[src/rtl/core/load_store_multiple_sequencer_defines.svh]
// assertion macros for the load/store multiple sequencer
`ifndef LOAD_STORE_MULTIPLE_SEQUENCER_DEFINES_SVH
`define LOAD_STORE_MULTIPLE_SEQUENCER_DEFINES_SVH

`ifndef SYNTHESIS
`define LSMS_ASSERT_HOLD(label, expr) \
  label: assert property (@(posedge clk) disable iff (rst) (expr)) \
    else $error("lsms check failed");
`define LSMS_ASSERT_NEXT(label, ante, cons) \
  label: assert property (@(posedge clk) disable iff (rst) (ante) |=> (cons)) \
    else $error("lsms sequence check failed");
`else
`define LSMS_ASSERT_HOLD(label, expr)
`define LSMS_ASSERT_NEXT(label, ante, cons)
`endif

`endif

[src/rtl/core/lsm_pkg.sv]
// types, field positions and helpers for the load/store multiple sequencer
package lsm_pkg;

  localparam int unsigned LIST_W  = 16;
  localparam int unsigned REG_W   = 4;
  localparam int unsigned CNT_W   = 5;
  localparam int unsigned SPAN_W  = CNT_W + 2;
  localparam int unsigned P_BIT   = 24;
  localparam int unsigned U_BIT   = 23;
  localparam int unsigned W_BIT   = 21;
  localparam int unsigned L_BIT   = 20;
  localparam int unsigned RN_LSB  = 16;
  localparam logic [31:0] WORD_STEP = 32'd4;

  typedef struct packed {
    logic [31:0] instruction;
    logic [31:0] base_value;
  } lsm_in_t;

  typedef struct packed {
    logic             transfer_valid;
    logic [31:0]      address;
    logic [REG_W-1:0] reg_number;
    logic             is_load;
    logic             writeback_enable;
    logic [REG_W-1:0] writeback_reg;
    logic [31:0]      writeback_value;
    logic             last;
  } lsm_out_t;

  typedef struct packed {
    logic [REG_W-1:0]  idx;
    logic [LIST_W-1:0] rest;
    logic              last;
  } pick_t;

  function automatic logic [CNT_W-1:0] popcount(input logic [LIST_W-1:0] list);
    logic [CNT_W-1:0] cnt;
    cnt = '0;
    for (int i = 0; i < LIST_W; i++) begin
      cnt = cnt + CNT_W'(list[i]);
    end
    return cnt;
  endfunction

endpackage

[src/rtl/core/lsm_pick.sv]
// lowest set register of the remaining list and the list without it
module lsm_pick (
  input  logic [lsm_pkg::LIST_W-1:0] list,
  output lsm_pkg::pick_t             pick
);
  import lsm_pkg::*;

  logic [REG_W-1:0] idx;

  always_comb begin
    idx = '0;
    for (int i = LIST_W - 1; i >= 0; i--) begin
      if (list[i]) begin
        idx = REG_W'(i);
      end
    end
  end

  assign pick.idx  = idx;
  assign pick.rest = list & (list - LIST_W'(1));
  assign pick.last = (pick.rest == '0);

endmodule

[src/rtl/core/load_store_multiple_sequencer.sv]
// load/store multiple sequencer: one word per register of the list, one
// non-transfer word for an empty list; accept, then setup states S_SPAN and
// S_START on the shared 32-bit adder, then one word and one address step per cycle
// while the output is not stalled; new requests stall until the last word is taken
// rst is synchronous: sequencer to idle and output word dropped
module load_store_multiple_sequencer (
  input  logic            clk,
  input  logic            rst,
  input  logic            req_valid,
  output logic            req_stall,
  input  lsm_pkg::lsm_in_t  req,
  output logic            rsp_valid,
  input  logic            rsp_stall,
  output lsm_pkg::lsm_out_t rsp
);
  import lsm_pkg::*;
  `include "load_store_multiple_sequencer_defines.svh"

  typedef enum logic [3:0] {
    S_IDLE  = 4'b0001,
    S_SPAN  = 4'b0010,
    S_START = 4'b0100,
    S_EMIT  = 4'b1000
  } state_t;

  state_t state, state_next;

  logic              p, u, w, l;
  logic [REG_W-1:0]  rn;
  logic [LIST_W-1:0] list;
  logic [31:0]       base;
  logic [31:0]       wb_value;
  logic [31:0]       addr;

  logic [31:0]       op_a, op_b, sum;
  logic              op_sub;
  logic [SPAN_W-1:0] span;
  pick_t             pick;
  logic              take;
  lsm_out_t          word;

  lsm_pick u_pick (
    .list (list),
    .pick (pick)
  );

  assign span = {popcount(list), 2'b00};

  // shared adder
  always_comb begin
    op_a   = addr;
    op_b   = WORD_STEP;
    op_sub = 1'b0;
    unique case (state)
      S_SPAN: begin
        op_a   = base;
        op_b   = 32'(span);
        op_sub = !u;
      end
      S_START: begin
        op_a = u ? base : wb_value;
        op_b = (u == p) ? WORD_STEP : '0;
      end
      default: begin
        op_a = addr;
        op_b = WORD_STEP;
      end
    endcase
  end

  assign sum = op_sub ? (op_a - op_b) : (op_a + op_b);

  assign req_stall = (state != S_IDLE);
  assign take      = (state == S_EMIT) && (!rsp_valid || !rsp_stall);

  always_comb begin
    word.transfer_valid   = (list != '0);
    word.address          = (list != '0) ? addr : '0;
    word.reg_number       = (list != '0) ? pick.idx : '0;
    word.is_load          = l;
    word.writeback_enable = w && ((list == '0) || pick.last);
    word.writeback_reg    = rn;
    word.writeback_value  = wb_value;
    word.last             = (list == '0) || pick.last;
  end

  always_comb begin
    state_next = state;
    unique case (state)
      S_IDLE:  if (req_valid) state_next = S_SPAN;
      S_SPAN:  state_next = S_START;
      S_START: state_next = S_EMIT;
      S_EMIT:  if (take && word.last) state_next = S_IDLE;
      default: state_next = S_IDLE;
    endcase
  end

  always_ff @(posedge clk) begin
    if (rst) begin
      state     <= S_IDLE;
      rsp_valid <= 1'b0;
    end else begin
      state <= state_next;
      if (take) begin
        rsp_valid <= 1'b1;
      end else if (!rsp_stall) begin
        rsp_valid <= 1'b0;
      end
    end
  end

  always_ff @(posedge clk) begin
    if (state == S_IDLE && req_valid) begin
      p    <= req.instruction[P_BIT];
      u    <= req.instruction[U_BIT];
      w    <= req.instruction[W_BIT];
      l    <= req.instruction[L_BIT];
      rn   <= req.instruction[RN_LSB +: REG_W];
      list <= req.instruction[LIST_W-1:0];
      base <= req.base_value;
    end
    if (state == S_SPAN) begin
      wb_value <= sum;
    end
    if (state == S_START) begin
      addr <= sum;
    end
    if (take) begin
      rsp <= word;
      if (list != '0) begin
        list <= pick.rest;
        addr <= sum;
      end
    end
  end

  `LSMS_ASSERT_HOLD(a_state_onehot, $onehot(state))
  `LSMS_ASSERT_NEXT(a_accept_busy, req_valid && !req_stall, req_stall && state == S_SPAN)
  `LSMS_ASSERT_NEXT(a_more_follow,
    rsp_valid && !rsp_stall && rsp.transfer_valid && !rsp.last, rsp_valid)
  `LSMS_ASSERT_HOLD(a_empty_word,
    !rsp_valid || rsp.transfer_valid || (rsp.last && rsp.address == '0))
  `LSMS_ASSERT_HOLD(a_wb_on_last, !rsp_valid || !rsp.writeback_enable || rsp.last)

endmodule
[config.mk]
export PLATFORM = sky130hd
export DESIGN_NAME = load_store_multiple_sequencer
export DESIGN_NICKNAME = d
export VERILOG_FILES = /design/src/rtl/core/lsm_pkg.sv /design/src/rtl/core/lsm_pick.sv /design/src/rtl/core/load_store_multiple_sequencer.sv
export VERILOG_INCLUDE_DIRS = /design/src /design/src/rtl/core
export SDC_FILE = /design/constraint.sdc
export NUM_CORES = 1
export LEC_CHECK = 0
export CORE_MARGIN = 5
export CORE_UTILIZATION = 30
export CTS_CLUSTER_SIZE = 10
export DETAILED_ROUTE_END_ITERATION = 10
export DONT_BUFFER_PORTS = 1
export SLEW_MARGIN = 20
export SYNTH_ARGS = -nofsm -noshare
export SYNTH_HDL_FRONTEND = slang
export SYNTH_SLANG_ARGS = --single-unit
[constraint.sdc]
create_clock -name clk -period 6.8 [get_ports clk]
set_clock_uncertainty 0.1 [all_clocks]
set_input_delay 1.36 -clock clk [delete_from_list [all_inputs] [get_ports clk]]
set_output_delay 1.36 -clock clk [all_outputs]
set_load 0.01 [all_outputs]
# Word-level counts from Yosys, hierarchy flattened
# Cells that the tools add are included.
# word_totals
reg_bits	201
output_inout_bits	78
wordCells	100
# op_classes
addsub	18
eq_ne	9
mux	32
bitwise	2
n_reduce_logical	17
# op_table
operator	n
32-bit 2-to-1 mux	5
32-bit one-hot mux with 2 select lines	1
5-bit by 1-bit adder with 5-bit output	11
16-bit 2-to-1 mux	3
4-bit 2-to-1 mux	10
32-bit adder	1
16-bit logical NOT	2
32-bit subtractor	1
16-bit AND	1
4-bit one-hot mux with 4 select lines	1
16-bit nonzero test	1
16-bit by 1-bit subtractor with 16-bit output (second input constant)	1
3-bit 2-to-1 mux	5
7-bit one-hot mux with 2 select lines	1
9-bit OR reduction	1
4-bit by 1-bit adder with 5-bit output	1
5-bit OR reduction	1
3-bit by 1-bit adder with 4-bit output	1
4-bit by 1-bit equality test with 1-bit output (second input constant)	1
4-bit by 2-bit equality test with 1-bit output (second input constant)	1
4-bit by 3-bit equality test with 1-bit output (second input constant)	1
4-bit equality test (second input constant)	1
1-bit logical AND	4
1-bit 2-to-1 mux	4
other kinds (13)	18

# Depth between registers and ports, before layout
# Gate-level depths: netlist of the first run.
# logic_depth
depth_word	21
depth_mapped	26
mapped_depth_nobuf	25

# By module
# A second synthesis of the first run with hierarchy kept.
# unflattened
hier_cells	867
hier_area_um2	9862.0
# modules_own_cells
module	instances	cells_per_inst	area_each_um2	seq_area_each_um2
load_store_multiple_sequencer	1	795	9404.0	5505.3
lsm_pick	1	72	457.9	0.0

# Worst setup path before layout of the first run
# No wires, ideal clock.
# synth_timing
path_type	input to register
from	input port rsp_stall
to	register addr[28]
setup_time_ns	0.121
t_arrival_ns	6.858
required_ns	6.579
slack_ns	-0.278
stages	5
path_buffers	1
path_cell_list	a21oi_1 > nand2_1 > nand2_2 > buf_2 > mux2_2
# synth_between
elab_chain_len	4
# synth_lines
item	line_no	rtl
from (decl)	load_store_multiple_sequencer.sv:13	input logic rsp_stall,
1-bit logical NOT	-	
1-bit logical OR	load_store_multiple_sequencer.sv:74	assign take = (state == S_EMIT) && (!rsp_valid || !rsp_stall);
1-bit logical AND	load_store_multiple_sequencer.sv:74	
32-bit 2-to-1 mux	load_store_multiple_sequencer.sv:128	if (take) begin
to (signal assigned)	load_store_multiple_sequencer.sv:126	addr <= sum;
to (signal assigned)	load_store_multiple_sequencer.sv:132	addr <= sum;
to (decl)	load_store_multiple_sequencer.sv:33	logic [31:0] addr;
# Every way passes these cells.
# A chain may end at the register's enable or synchronous reset.

# Worst setup path in the final report of the first run
# layout_timing
from	register list[0]
to	register addr[22]
# layout_between
elab_chain_len	21
# layout_lines
item	line_no	rtl
from (decl)	load_store_multiple_sequencer.sv:30	logic [LIST_W-1:0] list;
from (signal assigned)	load_store_multiple_sequencer.sv:119	list <= req.instruction[LIST_W-1:0];
from (signal assigned)	load_store_multiple_sequencer.sv:131	list <= pick.rest;
1-bit by 1-bit adder with 2-bit output (*)	lsm_pkg.sv:41	cnt = cnt + CNT_W'(list[i]);
2-bit by 1-bit adder with 3-bit output (*)	lsm_pkg.sv:41	
3-bit by 1-bit adder with 4-bit output (*)	lsm_pkg.sv:41	
4-bit by 1-bit adder with 5-bit output (*)	lsm_pkg.sv:41	
5-bit by 1-bit adder with 5-bit output (*) (11 in series)	lsm_pkg.sv:41	
7-bit one-hot mux with 2 select lines (*)	load_store_multiple_sequencer.sv:54	unique case (state)
32-bit adder / 32-bit subtractor (equally long branches)	load_store_multiple_sequencer.sv:71	assign sum = op_sub ? (op_a - op_b) : (op_a + op_b);
32-bit 2-to-1 mux (*)	load_store_multiple_sequencer.sv:71	
named net sum[22]	load_store_multiple_sequencer.sv:35	logic [31:0] op_a, op_b, sum;
32-bit 2-to-1 mux	load_store_multiple_sequencer.sv:125	if (state == S_START) begin
32-bit 2-to-1 mux	load_store_multiple_sequencer.sv:130	if (list != '0) begin
32-bit 2-to-1 mux (*)	load_store_multiple_sequencer.sv:128	
# Mark *: on every way through the listed nets, which the timed path passes. The rest lies on a longest branch.

==> reports/metrics.sh, run 1 <==
HOLD_WS_PS=318
POWER.LEAKAGE_nW=4.28
SYNTH_XOR_AREA_SHARE_PCT=2.55
SETUP_VIOLATIONS=0
FINAL_LAYOUT_SIZE_SUFFIX_GT1_SHARE_PCT=12.0
CTS_MADE_BUFFERS=25
POST_CTS_HOLD_BUFFER_COUNT=0
TIMING.CRITICAL_PATH.DEPTH=22
SYNTH-SIMPLE-AREA-SHARE_PCT=11.6
MUXSHAREOFSYNTHAREA_PCT=1.31
CPPEAKSTAGEDELAY_PS=570
DIE-HEIGHT_UM=186
PATH_COMMON_CELL='fa_1'
FINALMAXSLEWVIOLATIONS=0
GR-TOTAL-OVERFLOW=0
LAYOUT_SETUP_WS_PS=346
YS_SEQ_ELEMENTS=201
DRT_PRE_ANTENNA_ITERS=6
DPL_CELL_AREA_MM2=0.00986
GRT_FIRST_PASS_WIRELENGTH_UM=36300
CLOCK_TREE_ROOT_BUFFER_CELL='clkbuf_16'
R2R.WORST_PATH.CELLS=22
GP_CONGESTION=0.858
POST_DRT_WL_PER_CELL_UM=19.7
CRIT_PATH_CELL_TRACE='inv_1 > fa_1 > fa_1 > fa_1 > fa_1 > inv_1 > ha_1 > fa_1 > nand2_1 > ha_1 > and2_1 > ha_1 > mux2i_1 > ha_1 > a211oi_2 > nor2_1 > a211o_1 > a2111o_1 > and2_4 > a211oi_2 > xnor2_1 > mux2_2'
NETLIST_TOP_CELLS_AREA='edfxtp_1, dfxtp_1, ha_1, a222oi_1, nand2_1'
WORSTMARGINPINSLEW_PS=1010
SYNTH-COMPOUND-AREA-SHARE_PCT=13.5
WORST_SKEW_PAIR.LATE_LATENCY_PS=520
IO_PINS=146
FLOW.AREA_GROWTH_FROM_SYNTHESIS_PCT=15.6
CRITPATHKIND='reg -> reg'
TRITONCTS='built'
CTS_HTREE_LEVELS=1
MAX_CAP_VIOLATIONS=0
TNS_PS=0
FLOORPLAN.INITIALDENSITY_PCT=30.3
POSTROUTEANTENNANETS=0
STD_CELL_ROWS=64
POSTLAYOUTCELLAREA_MM2=0.0107
COMBINATIONAL_FAMILY_WITH_THE_MOST_AREA_AFTER_SYNTHESIS='compound AO/OA/AOI/OAI gates'
CRITICAL_PATH.REG2REG.STARTPOINT='list[0]'
SYN-NUM-NETS=898
PATH_TYPE_OF_THE_WORST_MIN_DELAY_PATH='reg -> reg'
SYNTHESIS.INSTANCES=781
GRT_START_MAX_NET_PINS=79
IR_DROP_mV=0.221
RSZ0062_AT_GRT='yes'
PLACE.PORT_BUFFERS=0
DRTITER0DRC=523
FLOORPLAN.CORE_AREA_MM2=0.0305
NETLIST-CELL-TYPE-COUNT=59
WORST-ENDPOINT-REQUIRED_PS=7100
REGTOREGENDPOINT='addr[22]'
YS_ASYNC_SR_FRACTION_PCT=0
SYNTHESIS.AREA_PER_INSTANCE_UM2=11.9
RUN_STATUS='completed'
SYN-CELL-AREA_MM2=0.00926
POWER.DENSITY_CELL_AREA_mW_PER_MM2=337
DRT-VIAS-PER-INSTANCE=5.05
NFILLCELLS=3004
YOSYSSEQAREASHARE_PCT=59.5
ANTENNA_FOUND_INITIAL=7
ARRIVAL_PS=6760
SLEW_HEADROOM_PCT=32.5
CRITICAL_PATH_BUF_INV_COUNT=2
WORSTPATHMAXFANOUT=4
DP.FINAL_HPWL_UM=16100
GRT_USE_TOTAL_PCT=13.5
SLOWEST_STAGE='fa_1'
NETLIST_TOP_CELLS_COUNT='edfxtp_1, nand2_1, inv_1, dfxtp_1, nor2_1'
CTS-ROOT-TO-SINK-BUFFERS=3
DESIGN.DIE.AREA_MM2=0.0345
WORST_SETUP_PATH_ENDPOINT='addr[22]'
DOMINANTREGCELLSYNTH='edfxtp_1'
CTS.SINKS=201
CRITICAL_PATH.STARTPOINT='list[0]'
CP-END-KIND='flop'
FINISH.NET_COUNT=926
TIMING.CRITICAL_PATH.FROM_TYPE='flop'
ADDER_AND_MAJORITY_GATE_PORTION_OF_THE_SYNTHESIZED_AREA_PCT=7.65
SYNTH_EDF_COUNT=148
YS_WARN_COUNT=0
YOSYSTOPAREACELL='edfxtp_1'
FF2FF_SETUP_SLACK_PS=350
YOSYSTOPAREACELLSHARE_PCT=48.0
ROUTED_WL_UM=24100
GRT_PASS1_VIAS=6311
DRC=0
FINAL_MIN_PERIOD_OVER_CLOCK_PERIOD_PCT=94.9
FINALNONFILLERCELLS=1225
PRE_CTS_SLACK_PS=177
MAX_FREQ_GHz=0.155
CLKTRANSATPATHREGS_PS=60
POST-SYNTH-TOP-COUNT-CELL='edfxtp_1'
VIA_COUNT=6188
DIEWIDTH_UM=186
FINAL_PERIOD_MINUS_WORST_SETUP_SLACK_PS=6450
DP.CELLS=1176
CRIT_FAMILY='adder cells'
FINALHOLDVIOLATIONS=0
[cell families after synthesis]
group,after synthesis
flops,201
simple gates,222
buf+inv,93
fa+ha+maj,51
mux,11
compound gates,176
xor+xnor,27
[metrics by stage]
stage	utilization, %	power [mW]
after floorplan	-	2.13
after global placement	32.3	2.36
after detailed placement	32.3	2.38
after CTS	34.7	3.62
after global routing	35.1	3.86
final	35.1	3.61
[worst min path at each step]
stage          start  endpoint  slack, ps  depth (start not counted)
2_1_floorplan  rn[0]   rsp[33]        300                          0
3_3_place_gp   rn[3]   rsp[36]        300                          0
3_5_place_dp   rn[3]   rsp[36]        310                          0
4_1_cts        rn[3]   rsp[36]        320                          0
5_1_grt            l   rsp[38]        330                          0
6_report       rn[3]   rsp[36]        320                          0
[layout by cell type (no fill, tap or decap), types with 10 or more instances in the layout]
| cell type | count |
|---|---|
| a21o_1 | 10 |
| a21oi_1 | 34 |
| a222oi_1 | 32 |
| a22o_1 | 13 |
| and2_1 | 40 |
| buf_4 | 25 |
| clkbuf_1 | 14 |
| clkbuf_16 | 25 |
| dfxtp_1 | 51 |
| edfxtp_1 | 148 |
| fa_1 | 10 |
| ha_1 | 37 |
| inv_1 | 66 |
| nand2_1 | 74 |
| nor2_1 | 49 |
| o21ai_0 | 33 |
| xnor2_1 | 12 |
| xor2_1 | 14 |
[final cells by class]
type                            count  area, um^2  share of cell area, %
Sequential cell                   201        5510                   51.5
Multi-Input combinational cell    487        3480                   32.6
Clock buffer                       40         692                   6.47
Tap cell                          396         495                   4.63
Inverter                           68         255                   2.39
Timing Repair Buffer               26         208                   1.94
Clock inverter                      5        52.6                  0.491
Antenna cell                        2        5.00                 0.0468
[registers in the layout, summed over array words and instances (netlist names), 4 cells and up]
register / cells
rsp: 76
addr: 32
base: 32
wb_value: 32
list: 16
rn: 4
state: 4
[layer usage]
metal  global-route usage (%)  vias up  part of all wire, %
li1                         -     2933                    -
met1                     17.1     3012                   42
met2                     22.9      204                   49
met3                     3.93       29                  8.1
met4                     3.24       10                  1.3
met5                        0        -                 0.23
[where the power goes]
| group | internal (mW) | total (mW) | switching [mW] |
|---|---|---|---|
| clock | 0.730 | 1.22 | 0.493 |
| sequential | 1.39 | 1.44 | 0.0484 |
| combinational | 0.411 | 0.939 | 0.528 |
| total | 2.54 | 3.61 | 1.07 |
[timing repair]
| item | CTS | global route |
|---|---|---|
| endpoints found under the setup margin | 0 | 22 |
| resized for setup | 0 | 16 |
| setup buffers | 0 | 1 |
(Power assumes the default switching activity.)
==> inputs of run 2 (changes only) <==
--- a/config.mk
+++ b/config.mk
@@ -11,7 +11,9 @@
 export CTS_CLUSTER_SIZE = 10
 export DETAILED_ROUTE_END_ITERATION = 10
 export DONT_BUFFER_PORTS = 1
+export GPL_TIMING_DRIVEN = 0
 export SLEW_MARGIN = 20
 export SYNTH_ARGS = -nofsm -noshare
 export SYNTH_HDL_FRONTEND = slang
+export SYNTH_HIERARCHICAL = 1
 export SYNTH_SLANG_ARGS = --single-unit
==> reports/metrics.sh, run 2 <==
RUN_STATUS='completed'
POSTLAYOUTCELLAREA_MM2=0.0114  # +6.1%
SYNTH_EDF_COUNT=148  # unchanged
POWER_REPORT.INTERNAL_TOTAL_mW=2.51  # -1.0%
SEQ_POWER_SHARE_PCT=39.7  # -0.3 points
POWER_SWITCHING_SHARE_PCT=32.8  # +3.1 points
GRT_START_MAX_NET_PINS=50  # -37%
NETSW_mW=1.22  # +14%
WORSTMARGINPINSLEW_PS=944  # -67.3 ps
WORST-ENDPOINT-REQUIRED_PS=7080  # -20 ps
FINAL_PERIOD_MINUS_WORST_SETUP_SLACK_PS=6630  # +176 ps
LAYOUT_COMMON_CELLS='edfxtp_1, nor2_1, inv_1, nand2_1, a21oi_1'
FINALHOLDVIOLATIONS=0  # unchanged
ARRIVAL_PS=6910  # +150 ps
TIMING.CRITICAL_PATH.FROM_TYPE='flop'
MOST_COMMON_CELL_AFTER_LAYOUT_FILL_AND_TAPS_ASIDE='edfxtp_1'
LAYOUT_SETUP_WS_PS=171  # -176 ps
CTS.SINKS=201  # unchanged
ANTENNA_FOUND_INITIAL=8  # +1
CTS_HTREE_LEVELS=1  # unchanged
GP_CONGESTION=0.880  # +2.6%
DOMINANTREGCELLSYNTH='edfxtp_1'
REGMOSTFLOPS='rsp'
COMBINATIONALPOWERSHARE_PCT=28.6  # +2.6 points
FLOW.AREA_GROWTH_FROM_SYNTHESIS_PCT=15.1
CTS_MADE_BUFFERS=24  # -4.0%
POSTROUTEANTENNANETS=0  # unchanged
FINAL_LAYOUT_SIZE_SUFFIX_GT1_SHARE_PCT=11.7  # -0.26 points
NUMBER_OF_FLIP_FLOPS_IN_THE_LARGEST_REGISTER=76  # unchanged
PATH_COMMON_CELL='fa_1'
YOSYSSEQAREASHARE_PCT=55.8  # -3.7 points
DRTITER0DRC=650  # +24%
SLEW_HEADROOM_PCT=36.2  # +3.7 points
MAX_FREQ_GHz=0.151  # -2.6%
DRT_PRE_ANTENNA_ITERS=8  # +2
DESIGN.DIE.AREA_MM2=0.0366  # +6.2%
CRIT_PATH_CELL_TRACE='inv_1 > fa_1 > fa_1 > fa_1 > fa_1 > inv_1 > ha_1 > fa_1 > nand2_1 > ha_1 > and2_1 > ha_1 > or2_4 > ha_2 > a21oi_4 > o21ai_0 > a311oi_2 > o221ai_2 > a31oi_4 > mux2_2 > nor2_1'
CTS-ROOT-TO-SINK-BUFFERS=3  # unchanged
POST-SYNTH-TOP-COUNT-CELL='edfxtp_1'
YS_SEQ_ELEMENTS=201  # unchanged
YOSYSTOPAREACELLSHARE_PCT=45.1  # -2.9 points
SYN-CELL-AREA_MM2=0.00986  # +6.5%
NETLIST_TOP_CELLS_COUNT='edfxtp_1, nor2_1, inv_1, nand2_1, a21oi_1'
IO_PINS=146  # unchanged
GRT_USE_TOTAL_PCT=14.3  # +0.80 points
RSZ0062_AT_GRT='yes'
DP.FINAL_HPWL_UM=19500  # +21%
POST_DRT_WL_PER_CELL_UM=20.1  # +2.1%
FINAL_CORE_UTIL_PCT=34.9  # -0.17 points
DIE-HEIGHT_UM=191  # +3.0%
SYN-NUM-NETS=982  # +9.4%
YOSYSTOPAREACELL='edfxtp_1'
ROUTED_WL_UM=27300  # +13%
GRT_PASS1_VIAS=6659  # +5.5%
SLOWEST_STAGE='fa_1'
FLOORPLAN.INITIALDENSITY_PCT=30.3  # about the same
FINALMAXSLEWVIOLATIONS=0  # unchanged
IR_DROP_mV=0.275  # +25%
YS_ASYNC_SR_FRACTION_PCT=0  # unchanged
PLACE.PORT_BUFFERS=0  # unchanged
GRT_FIRST_PASS_WIRELENGTH_UM=40300  # +11%
POWER.LEAKAGE_nW=4.49  # +5.0%
FINAL_MIN_PERIOD_OVER_CLOCK_PERIOD_PCT=97.5  # +2.6 points
DRT-VIAS-PER-INSTANCE=4.97  # -1.6%
MAX_CAP_VIOLATIONS=0  # unchanged
CLOCK_TREE_ROOT_BUFFER_CELL='clkbuf_16'
POWER_FRAC_CLOCK_PCT=31.7  # -2.2 points
FF2FF_SETUP_SLACK_PS=170  # -180 ps
DPL_CELL_AREA_MM2=0.0105  # +6.6%
CP-END-KIND='flop'
NFILLCELLS=3273  # +9.0%
WORST_SKEW_PAIR.LATE_LATENCY_PS=530  # about the same
NETLIST-CELL-TYPE-COUNT=74  # +25%
SYNTHESIS.INSTANCES=867  # +11%
YS_WARN_COUNT=6  # +6
SYNTHESIS.AREA_PER_INSTANCE_UM2=11.4  # -4.0%
TRITONCTS='built'
SETUP_VIOLATIONS=0  # unchanged
GR-TOTAL-OVERFLOW=0  # unchanged
POST_CTS_HOLD_BUFFER_COUNT=0  # unchanged
FINISH.NET_COUNT=1011  # +9.2%
CRITPATHKIND='reg -> reg'
PRE_CTS_SLACK_PS=-580  # -757 ps
PATH_TYPE_OF_THE_WORST_MIN_DELAY_PATH='reg -> reg'
CLKTRANSATPATHREGS_PS=60  # about the same
DIEWIDTH_UM=191  # +3.0%
NETLIST_TOP_CELLS_AREA='edfxtp_1, dfxtp_1, ha_1, a222oi_1, a21oi_1'
CPPEAKSTAGEDELAY_PS=550  # -20 ps
FLOORPLAN.CORE_AREA_MM2=0.0325  # +6.6%
VIA_COUNT=6762  # +9.3%
DRC=0  # unchanged
POWER.DENSITY_CELL_AREA_mW_PER_MM2=329  # -2.4%
STD_CELL_ROWS=66  # +3.1%
WORSTPATHMAXFANOUT=8  # +4
run 2: metrics by stage:
stage / cells / total power [mW] / hold slack, ps / setup TNS [ps]
floorplan: 867 / 2.27 / 300 / 0
global placement: 1309 / 2.51 / 300 / -4410
detailed placement: 1312 / 2.53 / 306 / -4560
CTS: 1356 / 3.76 / 319 / 0
global route: 1358 / 3.98 / 321 / -887
finish: 1360 / 3.73 / 318 / 0
run 2: worst paths after layout:
| path | startpoint | to | depth (start not counted) |
|---|---|---|---|
| setup reg to reg | list[15] | wb_value[29] | 21 |
| setup / recovery | list[15] | wb_value[29] | 21 |
| hold reg to reg | rn[0] | rsp[33] | 0 |
| hold / removal | rn[0] | rsp[33] | 0 |
run 2: worst max-delay path: cells and delay by family, from the launching register on:
family	cells	cell delay [ps]
AOI/OAI and AO/OA	5	1240
adders and majority gates	9	3460
buffers and inverters	2	170
DFF	1	480
muxes	1	370
and+or+nand+nor	4	670
run 2: area by class of cell:
cell class                      count  area [um^2]  area share (%)
Clock buffer                       42          688            6.06
Timing Repair Buffer                6          118            1.04
Antenna cell                        4         10.0          0.0881
Inverter                           71          272            2.39
Sequential cell                   201         5510            48.6
Multi-Input combinational cell    551         3990            35.1
Buffer                             41          189            1.66
Clock inverter                      2         21.3           0.187
Tap cell                          442          553            4.87
run 2: routing by layer:
metal | part of all wire, % | GRT usage, % | up-vias | wire [um]
li1 | - | - | 3261 | -
met1 | 43 | 19.1 | 3254 | 11900
met4 | 1.5 | 3.45 | 8 | 403
met2 | 46 | 22.6 | 208 | 12500
met3 | 9.0 | 4.80 | 31 | 2470
met5 | 0.17 | 0 | - | 46
run 2: what timing repair did:
action	CTS	global route
hold endpoints to repair	0	0
buffers inserted	1	2
gates resized for setup	13	13
endpoints found under the setup margin	26	21
pin swaps	1	2
run 2: kinds of logic (layout without fill, tap and decap cells):
kind of cell	Yosys count	count (layout)	share of synthesized area [%]
adder cells (fa/ha/maj)	47	47	6.72
AND/OR/NAND/NOR	245	245	12.8
multiplexers	23	23	2.59
flip-flops	201	201	55.8
buffers and inverters	115	162	4.76
AO/OA/AOI/OAI	206	206	14.7
other	1	5	0.0380
XOR/XNOR	29	29	2.58
run 2: power groups by stage:
stage          sequential (mW)  clock, mW  combinational (mW)
2_1_floorplan             1.48          0               0.794
3_3_place_gp              1.50          0                1.00
3_5_place_dp              1.50          0                1.03
4_1_cts                   1.48       1.22                1.06
5_1_grt                   1.49       1.26                1.23
6_report                  1.48       1.18                1.07
